### config.mk
export PLATFORM = sky130hd
export DESIGN_NAME = swm_cell
export DESIGN_NICKNAME = d
export VERILOG_FILES = /design/src/sv/swm_pkg.sv /design/src/sv/swm_cell.sv
export SDC_FILE = /design/constraint.sdc
export NUM_CORES = 1
export LEC_CHECK = 0
export BUFFER_PORTS_ARGS = -buffer_cell sky130_fd_sc_hd__buf_2
export CAP_MARGIN = 20
export CORE_ASPECT_RATIO = 1.1
export CORE_MARGIN = 8
export CORE_UTILIZATION = 30
export CTS_CLUSTER_SIZE = 25
export DETAILED_ROUTE_END_ITERATION = 7
export PLACE_DENSITY = 0.57
export SLEW_MARGIN = 20
export SYNTH_ARGS = -nofsm -noshare
export SYNTH_HDL_FRONTEND = slang
export SYNTH_SLANG_ARGS = --single-unit
### constraint.sdc
create_clock -name clk_i -period 10 [get_ports clk_i]
set_input_delay 1.5 -clock clk_i [delete_from_list [all_inputs] [get_ports clk_i]]
set_output_delay 1.5 -clock clk_i [all_outputs]
set_load 0.005 [all_outputs]
### src/sv/swm_pkg.sv
// ----------------------------------------------------------------------------
// swm_pkg: shared types and constants of the sliding window median filter
// Default sizes, the window size register format and the flag bundle that
// travels between neighboring cells of the sorted row.
// ----------------------------------------------------------------------------
package swm_pkg;

  localparam int unsigned WindowMaxDef   = 64;
  localparam int unsigned SampleWidthDef = 32;
  localparam int unsigned CfgWidth       = 7;

  localparam logic [CfgWidth-1:0] WinSizeReset = 7'd3;

  // Comparison flags a cell hands to its neighbors.
  typedef struct packed {
    logic gt_new;  // cell value sorts after the incoming sample (or cell empty)
    logic ge_old;  // cell sits at or after the copy being dropped
  } swm_flag_t;

  // Window size actually used: zero acts as one, large values saturate.
  function automatic int unsigned swm_eff_size(logic [CfgWidth-1:0] ws,
                                               int unsigned wmax);
    int unsigned k;
    k = int'(ws);
    if (k == 0) begin
      k = 1;
    end
    if (k > wmax) begin
      k = wmax;
    end
    return k;
  endfunction

endpackage

### src/sv/swm_cell.sv
// ----------------------------------------------------------------------------
// swm_cell: one slot of the sorted sample row
// Holds one sample, compares it with the incoming and the outgoing sample and
// takes its next value from itself, a neighbor or the incoming sample.
// ----------------------------------------------------------------------------
module swm_cell
  import swm_pkg::*;
#(
  parameter int unsigned SAMPLE_WIDTH = SampleWidthDef
) (
  input  logic                    clk_i,
  input  logic                    en_i,
  input  logic                    valid_i,
  input  logic                    is_med_i,
  input  logic                    del_i,
  input  logic [SAMPLE_WIDTH-1:0] new_i,
  input  logic [SAMPLE_WIDTH-1:0] old_i,
  input  logic [SAMPLE_WIDTH-1:0] left_val_i,
  input  swm_flag_t               left_flag_i,
  input  logic [SAMPLE_WIDTH-1:0] right_val_i,
  input  logic                    right_gt_i,
  output logic [SAMPLE_WIDTH-1:0] val_o,
  output swm_flag_t               flag_o,
  output logic [SAMPLE_WIDTH-1:0] med_o
);

  logic [SAMPLE_WIDTH-1:0] val_q;
  logic [SAMPLE_WIDTH-1:0] val_d;
  logic [SAMPLE_WIDTH-1:0] ins_val;
  logic                    gt_new;
  logic                    ge_old;
  logic                    before_new;
  logic                    after_new;

  assign gt_new = !valid_i || ($signed(val_q) > $signed(new_i));
  assign ge_old = del_i && (!valid_i || ($signed(val_q) >= $signed(old_i)));

  assign flag_o = '{gt_new: gt_new, ge_old: ge_old};
  assign val_o  = val_q;

  // Slot lies before or after the final place of the incoming sample.
  assign before_new = ge_old ? !right_gt_i : !gt_new;
  assign after_new  = left_flag_i.ge_old ? gt_new : left_flag_i.gt_new;

  always_comb begin
    priority if (before_new) begin
      val_d = ge_old ? right_val_i : val_q;
    end else if (after_new) begin
      val_d = left_flag_i.ge_old ? val_q : left_val_i;
    end else begin
      val_d = new_i;
    end
  end

  // Value of this slot with the sample inserted but nothing dropped yet.
  always_comb begin
    priority if (left_flag_i.gt_new) begin
      ins_val = left_val_i;
    end else if (!gt_new) begin
      ins_val = val_q;
    end else begin
      ins_val = new_i;
    end
  end

  assign med_o = is_med_i ? ins_val : '0;

  always_ff @(posedge clk_i) begin
    if (en_i) begin
      val_q <= val_d;
    end
  end

endmodule

==> reports/summary.txt, run 1 <==
MaxCap Viol Count: 0
LEAKAGE: 0.00297 uW
Core Util, Final: 39.8%
Netlist cell types: 43
Chip Width: 128 um
clock root cell: clkbuf_16
Synth top area share: 23.1%
crit path launch type: input port
DRT Pass-1 Iters: 4
Antenna Cells: 0
Clock Latency Late Sink: 280 ps
PD cells: 112 nW/um^2
status: complete, no violations
Global Route Usage Sum: 15.5%
Gates resized, CTS repair: 0
dpl cells: 868
unrepaired setup endpoints after global routing: no
Arrival @ worst endpoint: 4560 ps
Synthesized Nets: 700
# Post-CTS Setup Buffers: 0
CTS tree: yes
area occupied by multi-input gates: 2810 um^2
vias in the first global route: 4652
max-slew violations: 0
first-pass GRT wire length: 22.5 mm
Worst Hold Class: input port to register
max reg flops: 32
async set-reset flop share out of synthesis: 0%
clk slew on worst S/H paths: 50 ps
Cell Area, Synth: 4150 um^2
CTS Buf Count: 5
met3 Usage GRT: 4.39%
GR Layer Usage met2: 28.3%
Rows: 45
Mapped Cells: 500
Clock Path Buffers: 2
Post-synth EDFFs: 32
Area Overhead vs Synth: 31.0%
# nets final: 888
grt peak-use layer: met2
syn avg cell area: 8.31 um^2
Hold Fails Final Rpt: 0
Port-buffer cells: 201
final non-filler cell total: 877
Detailed Route WL: 14.5 mm
Peak Freq: 0.165 GHz
initial antenna violation count: 2
routed vias: 4318
Seq/Total Area, Yosys: 23.1%
top_reg_cell synth: edfxtp_1
Crit. End Element: output pin
Ports: 202
CTS H-tree depth: 2
global route overflow: 0
Ys Warns: 0
vias per cell: 4.92
Post-Route Setup TNS: 0 ps
cell taking the most area after synthesis: edfxtp_1
WS Path Type: input port to output pin
Sequential cell area: 961 um^2
relative slew slack: 28.0%
final period utilization: 60.6%
VDD IR max: 0.0554 mV
core region area: 13700 um^2
met1 Use GR: 17.4%
Initial Utilization: 30.4%
Worst Tran Pin Value: 1080 ps
DRC viols: 0
flops & latches, synth: 32
Die Area: 17900 um^2
Worst Path Required: 8500 ps
Starting DRT DRC Count: 150
Post-DP HPWL: 11.9 mm
largest net degree at the start of global routing: 64
RD Place Congestion: 0.811
cts hold-fix bufs: 0
CP max FO: 21
remaining antenna violation count after routing: 0
Area contributors post-synth: edfxtp_1 (23%), ha_1 (19%), mux2i_1 (15%)
post-layout min period: 6060 ps
Filler cells: 1417
Fin Clk Skew: 4.79 ps
layout cells sized above 1: 32.1%
wire per inst: 16.5 um
clk sinks: 32
Final setup viols: 0
Die Height: 139 um
[synth_stat cells, types with 2 or more instances]
cell type,instances
a21o_1,3
a21oi_1,62
a22oi_1,2
buf_4,10
buf_6,4
clkbuf_1,9
edfxtp_1,32
ha_1,64
inv_1,69
mux2i_1,62
nand2_1,47
nand3_1,3
nand4_1,17
nor2_1,7
nor2b_1,3
nor3_1,3
nor4_1,3
o2111ai_1,2
o211a_1,2
o211ai_1,3
o21a_1,2
o21ai_0,40
o21ai_1,31
[routing by layer]
layer / vias to the layer above / part of all wire, % / wire length [um]
met2: 138 / 50 / 7280
li1: 2192 / - / -
met3: 11 / 6.7 / 968
met1: 1973 / 42 / 6090
met5: - / 0.19 / 27
met4: 4 / 0.88 / 127
[layout make-up]
cell class | instances | area share [%]
Timing Repair Buffer | 205 | 19.1
Clock buffer | 7 | 2.44
Multi-Input combinational cell | 374 | 51.6
Inverter | 70 | 4.83
Sequential cell | 32 | 17.7
Clock inverter | 1 | 0.0690
Tap cell | 188 | 4.32
[worst paths after layout]
kind | startpoint | to | slack, ps | cells after the start
hold / removal | right_val_i[4] | val_o[4] | 1500 | 3
setup reg to reg | val_o[14] | val_o[9] | 5840 | 9
hold reg to reg | val_o[28] | val_o[24] | 1510 | 7
setup / recovery | new_i[14] | med_o[31] | 3940 | 13
[power breakdown]
part | internal, uW | switching (uW) | leakage (uW)
Sequential | 173 | 17.1 | 0.000304
Combinational | 121 | 151 | 0.00260
Clock | 91.7 | 58.1 | 0.0000655
[critical path, stage by stage]
cell and delay, ps:
buf_2 110, inv_1 50, ha_1 310, nand4_1 240
nor4_1 520, a21oi_1 160, o311ai_1 150, o2111ai_4 510
buf_4 430, mux2_2 310, nor2_1 80, nor2_1 50
buf_2 120
[layout by cell type (no fill, tap or decap), types with 2 or more instances in the layout]
| cell type | instances |
|---|---|
| a22oi_1 | 2 |
| a21oi_1 | 62 |
| edfxtp_1 | 32 |
| buf_4 | 3 |
| o21ai_0 | 40 |
| nor4_1 | 3 |
| o211ai_1 | 3 |
| o21a_1 | 2 |
| ha_1 | 64 |
| clkbuf_16 | 5 |
| nor3_1 | 3 |
| o21ai_1 | 31 |
| a21o_1 | 3 |
| nand2_1 | 47 |
| nor2_1 | 7 |
| nor2b_1 | 2 |
| o211a_1 | 2 |
| buf_2 | 201 |
| inv_1 | 69 |
| nand4_1 | 17 |
| clkbuf_1 | 2 |
| mux2i_1 | 62 |
| nand3_1 | 3 |
[metrics by stage]
stage	hold WS (ps)	power, uW	setup slack (ps)	cell area, um^2
after floorplan	1230	367	5100	4150
after global placement	1510	461	3970	5290
after detailed placement	1540	467	3920	5290
after CTS	1490	620	3910	5430
after global routing	1510	657	3670	5440
final	1500	612	3940	5440
[kinds of logic after synthesis]
| kind of cell | after synthesis | share of synthesized area (%) |
|---|---|---|
| AOI/OAI and AO/OA | 158 | 21.3 |
| adders and majority gates | 64 | 19.3 |
| buffers and inverters | 94 | 10.2 |
| DFF | 32 | 23.1 |
| muxes | 64 | 15.8 |
| and+or+nand+nor | 88 | 10.4 |
Power figures use the tool's default switching activity.
==> run 2, diff against run 1 <==
--- a/config.mk
+++ b/config.mk
@@ -12,7 +12,7 @@
 export CORE_UTILIZATION = 30
 export CTS_CLUSTER_SIZE = 25
 export DETAILED_ROUTE_END_ITERATION = 7
-export PLACE_DENSITY = 0.57
+export PLACE_DENSITY = 0.59
 export SLEW_MARGIN = 20
 export SYNTH_ARGS = -nofsm -noshare
 export SYNTH_HDL_FRONTEND = slang
==> constraint.sdc (replaced) <==
create_clock -name clk_i -period 5 [get_ports clk_i]
set_input_delay 0.75 -clock clk_i [delete_from_list [all_inputs] [get_ports clk_i]]
set_output_delay 0.75 -clock clk_i [all_outputs]
set_load 0.005 [all_outputs]
==> run 2 against run 1 <==
  * Cell area is 0.71% higher
  * Critical path type unchanged
  * Hold slack worse by 760 ps
  * Routed wire length is 2.8% lower
  * Largest cell class unchanged
==> reports/summary.txt, run 2 (same netlist as run 1, synthesis figures left out) <==
Worst Hold Class: input port to register (unchanged)
CTS Buf Count: 5 (unchanged)
clk slew on worst S/H paths: 60 ps (was 50 ps)
vias per cell: 4.79 (was 4.92)
Post-Route Setup TNS: 0 ps (unchanged)
Die Area: 17900 um^2 (unchanged)
post-layout min period: 4240 ps
Antenna Cells: 0 (unchanged)
most frequent cells in the layout: buf_2 (201), inv_1 (69), ha_1 (64) (unchanged)
Rows: 45 (unchanged)
CTS H-tree depth: 2 (unchanged)
cts hold-fix bufs: 0 (unchanged)
crit-path cells: buf_2 > inv_1 > ha_1 > nand4_1 > nor4_1 > a21oi_1 > o311ai_1 > o2111ai_4 > buf_4 > mux2i_1 > a21oi_1 > buf_2 (was buf_2 > inv_1 > ha_1 > nand4_1 > nor4_1 > a21oi_1 > o311ai_1 > o2111ai_4 > buf_4 > mux2_2 > nor2_1 > nor2_1 > buf_2)
vias in the first global route: 4449 (was 4652)
Arrival @ worst endpoint: 3490 ps (was 4560 ps)
Initial Utilization: 30.4% (unchanged)
remaining antenna violation count after routing: 0 (unchanged)
layout cells sized above 1: 32.6% (was 32.1%)
CTS tree: yes (unchanged)
Port-buffer cells: 201 (unchanged)
Post-DP HPWL: 11.7 mm (was 11.9 mm)
max-slew violations: 0 (unchanged)
Starting DRT DRC Count: 111 (was 150)
Clock Latency Late Sink: 280 ps (about the same)
Ports: 202 (unchanged)
MaxCap Viol Count: 0 (unchanged)
RD Place Congestion: 0.799 (was 0.811)
Worst Path Required: 4250 ps (was 8500 ps)
LEAKAGE: 0.00299 uW (was 0.00297 uW)
Filler cells: 1499 (was 1417)
core region area: 13700 um^2 (unchanged)
crit path launch type: input port (unchanged)
final period utilization: 84.9%
VDD IR max: 0.118 mV (was 0.0554 mV)
Hold Fails Final Rpt: 0 (unchanged)
Chip Width: 128 um (unchanged)
largest net degree at the start of global routing: 64 (unchanged)
Global Route Usage Sum: 15.8% (was 15.5%)
DRC viols: 0 (unchanged)
Worst Tran Pin Value: 952 ps (was 1080 ps)
relative slew slack: 36.5% (was 28.0%)
clk sinks: 32 (unchanged)
Die Height: 139 um (unchanged)
# Post-CTS Setup Buffers: 0 (unchanged)
Final setup viols: 0 (unchanged)
Detailed Route WL: 14.1 mm (was 14.5 mm)
global route overflow: 0 (unchanged)
routed vias: 4213 (was 4318)
Clock Path Buffers: 2 (unchanged)
Gates resized, CTS repair: 0 (unchanged)
Fin Clk Skew: 6.45 ps (was 4.79 ps)
wire per inst: 16.0 um (was 16.5 um)
CP max FO: 17 (was 21)
Worst path max stage delay: 490 ps (was 520 ps)
first-pass GRT wire length: 22.7 mm (was 22.5 mm)
status: complete, no violations (unchanged)
DRT Pass-1 Iters: 4 (unchanged)
Core Util, Final: 40.1% (was 39.8%)
WS Path Type: input port to output pin (unchanged)
CP max stage cell: nor4_1 (unchanged)
clock root cell: clkbuf_16 (unchanged)
Area Overhead vs Synth: 32.0% (was 31.0%)
# nets final: 890 (was 888)
worst hold slack: 748 ps (was 1500 ps)
Peak Freq: 0.236 GHz
initial antenna violation count: 4 (was 2)
max reg flops: 32 (unchanged)
Crit. End Element: output pin (unchanged)
most common cell after layout, fill and taps aside: buf_2 (unchanged)
unrepaired setup endpoints after global routing: no (unchanged)
PD cells: 224 nW/um^2 (was 112 nW/um^2)
==> run 2: changes by cell type in the layout (fill, tap and decap cells not counted) <==
cell	before	now
buf_6	1	0
buf_12	0	2
clkinv_2	0	2
clkbuf_1	2	0
buf_4	3	4
==> run 2: final timing paths <==
check | startpoint | to | slack [ps] | cells past startpoint
worst max register to register | val_o[15] | val_o[1] | 1180 | 11
worst max-delay path | new_i[14] | med_o[13] | 760 | 12
worst min-delay path | right_val_i[7] | val_o[7] | 750 | 3
worst min register to register | val_o[30] | val_o[18] | 1530 | 7
==> run 2: final cells by class <==
type	instances	area (um^2)	area share, %
Timing Repair Buffer	207	1080	19.6
Inverter	70	263	4.79
Clock inverter	3	13.8	0.251
Tap cell	188	235	4.29
Clock buffer	5	125	2.28
Sequential cell	32	961	17.5
Multi-Input combinational cell	374	2810	51.2
==> run 2: worst max-delay path, delay by kind of cell <==
| kind | cells | cell delay, ps |
|---|---|---|
| AO/OA/AOI/OAI | 4 | 920 |
| adder cells (fa/ha/maj) | 1 | 310 |
| buffers and inverters | 4 | 660 |
| multiplexers | 1 | 130 |
| AND/OR/NAND/NOR | 2 | 730 |
==> run 2: where the power goes <==
part | total [uW] | leakage (uW) | internal (uW) | switching (uW)
sequential | 378 | 0.000304 | 344 | 33.6
clock | 300 | 0.0000710 | 181 | 119
combinational | 547 | 0.00262 | 249 | 299
total | 1230 | 0.00299 | 774 | 451
==> run 2: per-stage QoR <==
stage	area, um^2	worst slack, ps	std cells	total power [uW]
3_5_place_dp	5340	708	871	940
4_1_cts	5480	730	879	1240
6_report	5480	756	879	1230
2_1_floorplan	4150	853	500	734
3_3_place_gp	5340	711	871	936
5_1_grt	5480	479	879	1330
==> run 2: per-layer routing <==
| layer | part of all wire [%] | GRT usage [%] |
|---|---|---|
| met1 | 43 | 18.4 |
| met2 | 48 | 27.6 |
| met3 | 7.8 | 5.39 |
| met4 | 0.62 | 2.26 |
| met5 | 0.28 | 0 |
==> run 3, diff against run 2 <==
==> constraint.sdc (replaced) <==
create_clock -name clk_i -period 3.7 [get_ports clk_i]
set_input_delay 0.555 -clock clk_i [delete_from_list [all_inputs] [get_ports clk_i]]
set_output_delay 0.555 -clock clk_i [all_outputs]
set_load 0.005 [all_outputs]
==> run 3 against run 2 <==
  * Setup slack got worse by 540 ps
  * Register-to-register slack worse by 660 ps
  * Cell area grew 0.48%
  * Combinational power grew 36%
==> reports/summary.txt, run 3 (same netlist as run 1, synthesis figures left out) <==
Die Height: 139 um (unchanged)
crit path launch type: register (was input port)
relative slew slack: 54.6% (was 36.5%)
CTS Buf Count: 5 (unchanged)
Post-DP HPWL: 11.7 mm (about the same)
WS Path Type: register to output pin (was input port to output pin)
Port-buffer cells: 201 (unchanged)
Peak Freq: 0.287 GHz
RD Place Congestion: 0.811 (was 0.799)
grt peak-use layer: met2 (unchanged)
PD cells: 300 nW/um^2 (was 224 nW/um^2)
CP max FO: 8 (was 17)
most common cell after layout, fill and taps aside: buf_2 (unchanged)
global route overflow: 0 (unchanged)
vias per cell: 4.80 (was 4.79)
worst hold slack: 559 ps (was 748 ps)
wire per inst: 15.9 um (was 16.0 um)
remaining antenna violation count after routing: 0 (unchanged)
CTS H-tree depth: 2 (unchanged)
max reg flops: 32 (unchanged)
Fin Clk Skew: 3.42 ps (was 6.45 ps)
most frequent cells in the layout: buf_2 (201), inv_1 (69), ha_1 (64) (unchanged)
unrepaired setup endpoints after global routing: no (unchanged)
clk slew on worst S/H paths: 50 ps (was 60 ps)
Worst Path Required: 3140 ps (was 4250 ps)
clock root cell: clkbuf_16 (unchanged)
Clock Path Buffers: 2 (unchanged)
clk sinks: 32 (unchanged)
max-slew violations: 0 (unchanged)
Sequential cell area: 961 um^2 (unchanged)
slack of the critical path: 219 ps (was 756 ps)
CTS tree: yes (unchanged)
Antenna Cells: 0 (unchanged)
Initial Utilization: 30.4% (unchanged)
post-route cell area: 5510 um^2 (was 5480 um^2)
DRT Pass-1 Iters: 4 (unchanged)
first-pass GRT wire length: 22.6 mm (was 22.7 mm)
Ports: 202 (unchanged)
Filler cells: 1440 (was 1499)
final period utilization: 94.1%
GR Layer Usage met2: 27.8% (was 27.6%)
Hold Fails Final Rpt: 0 (unchanged)
area occupied by multi-input gates: 2810 um^2 (about the same)
initial antenna violation count: 3 (was 4)
Rows: 45 (unchanged)
Arrival @ worst endpoint: 2930 ps (was 3490 ps)
Die Area: 17900 um^2 (unchanged)
Worst Tran Pin Value: 677 ps (was 952 ps)
DRC viols: 0 (unchanged)
Chip Width: 128 um (unchanged)
MaxCap Viol Count: 0 (unchanged)
Post-Route Setup TNS: 0 ps (unchanged)
status: complete, no violations (unchanged)
VDD IR max: 0.154 mV (was 0.118 mV)
layout cells sized above 1: 32.6% (about the same)
Starting DRT DRC Count: 140 (was 111)
met3 Usage GRT: 4.78% (was 5.39%)
met1 Use GR: 17.9% (was 18.4%)
# Post-CTS Setup Buffers: 0 (unchanged)
routed vias: 4235 (was 4213)
Crit. End Element: output pin (unchanged)
Final setup viols: 0 (unchanged)
Global Route Usage Sum: 15.7% (was 15.8%)
DP Worst Slack: 186 ps (was 708 ps)
DP Area: 5350 um^2 (was 5340 um^2)
setup slack, reg-to-reg: 520 ps (was 1180 ps)
LEAKAGE: 0.00300 uW (was 0.00299 uW)
Tot Pwr: 1650 uW (was 1230 uW)
Area Overhead vs Synth: 32.6% (was 32.0%)
Worst Hold Class: input port to register (unchanged)
core region area: 13700 um^2 (unchanged)
largest net degree at the start of global routing: 65 (was 64)
Clock Latency Late Sink: 270 ps (was 280 ps)
# nets final: 893 (was 890)
post-layout min period: 3480 ps
vias in the first global route: 4595 (was 4449)
Detailed Route WL: 14.0 mm (was 14.1 mm)
run 3: cell types whose count changed in the layout (fill, tap and decap cells not counted):
cell	delta
nor4_1	-1
clkinv_1	+1
clkinv_2	-2
buf_4	+3
nor4_2	+1
clkbuf_1	+2
inv_2	-1
run 3: stage by stage:
| stage | cells | utilization [%] |
|---|---|---|
| finish | 882 | 40.2 |
| CTS | 882 | 40.1 |
| global route | 882 | 40.2 |
| global placement | 874 | 39.1 |
| detailed placement | 874 | 39.1 |
| floorplan | 500 | - |
run 3: critical path, stage by stage, from the launching register on:
cell       delay [ps]
edfxtp_1          480
ha_1              390
nand4_2           190
nor4_4            400
a21oi_1           140
o311ai_1          150
o2111ai_4         230
buf_4             240
o211ai_1          170
o211a_1           170
buf_2             100
run 3: final timing paths:
path,cells after the start,from,to
worst min register to register,7,val_o[30],val_o[28]
worst max register to register,9,val_o[15],val_o[6]
worst min-delay path,3,right_val_i[31],val_o[31]
worst max-delay path,10,val_o[31],med_o[0]
run 3: where the power goes:
part | internal (uW) | switching, uW | leakage (uW)
clock network | 247 | 146 | 0.0000655
logic | 342 | 401 | 0.00263
registers | 466 | 48.1 | 0.000304
total | 1060 | 595 | 0.00300
run 3: repair_timing:
item                                    in CTS  in global routing
endpoints found under the setup margin       0                 20
hold buffers                                 0                  0
gates resized for setup                      0                  4
run 3: cell type report:
type | count | share of cell area [%]
well taps | 188 | 4.27
flip-flops and latches | 32 | 17.5
inverters | 70 | 4.77
multi-input cells | 374 | 51.1
repair buffers | 210 | 19.9
clock inverters | 1 | 0.0682
clock buffers | 7 | 2.41
run 3: per-layer routing:
layer	up-vias	wire length, um
li1	2206	-
met1	1856	5980
met2	147	6680
met3	20	1140
met4	6	182
met5	-	39
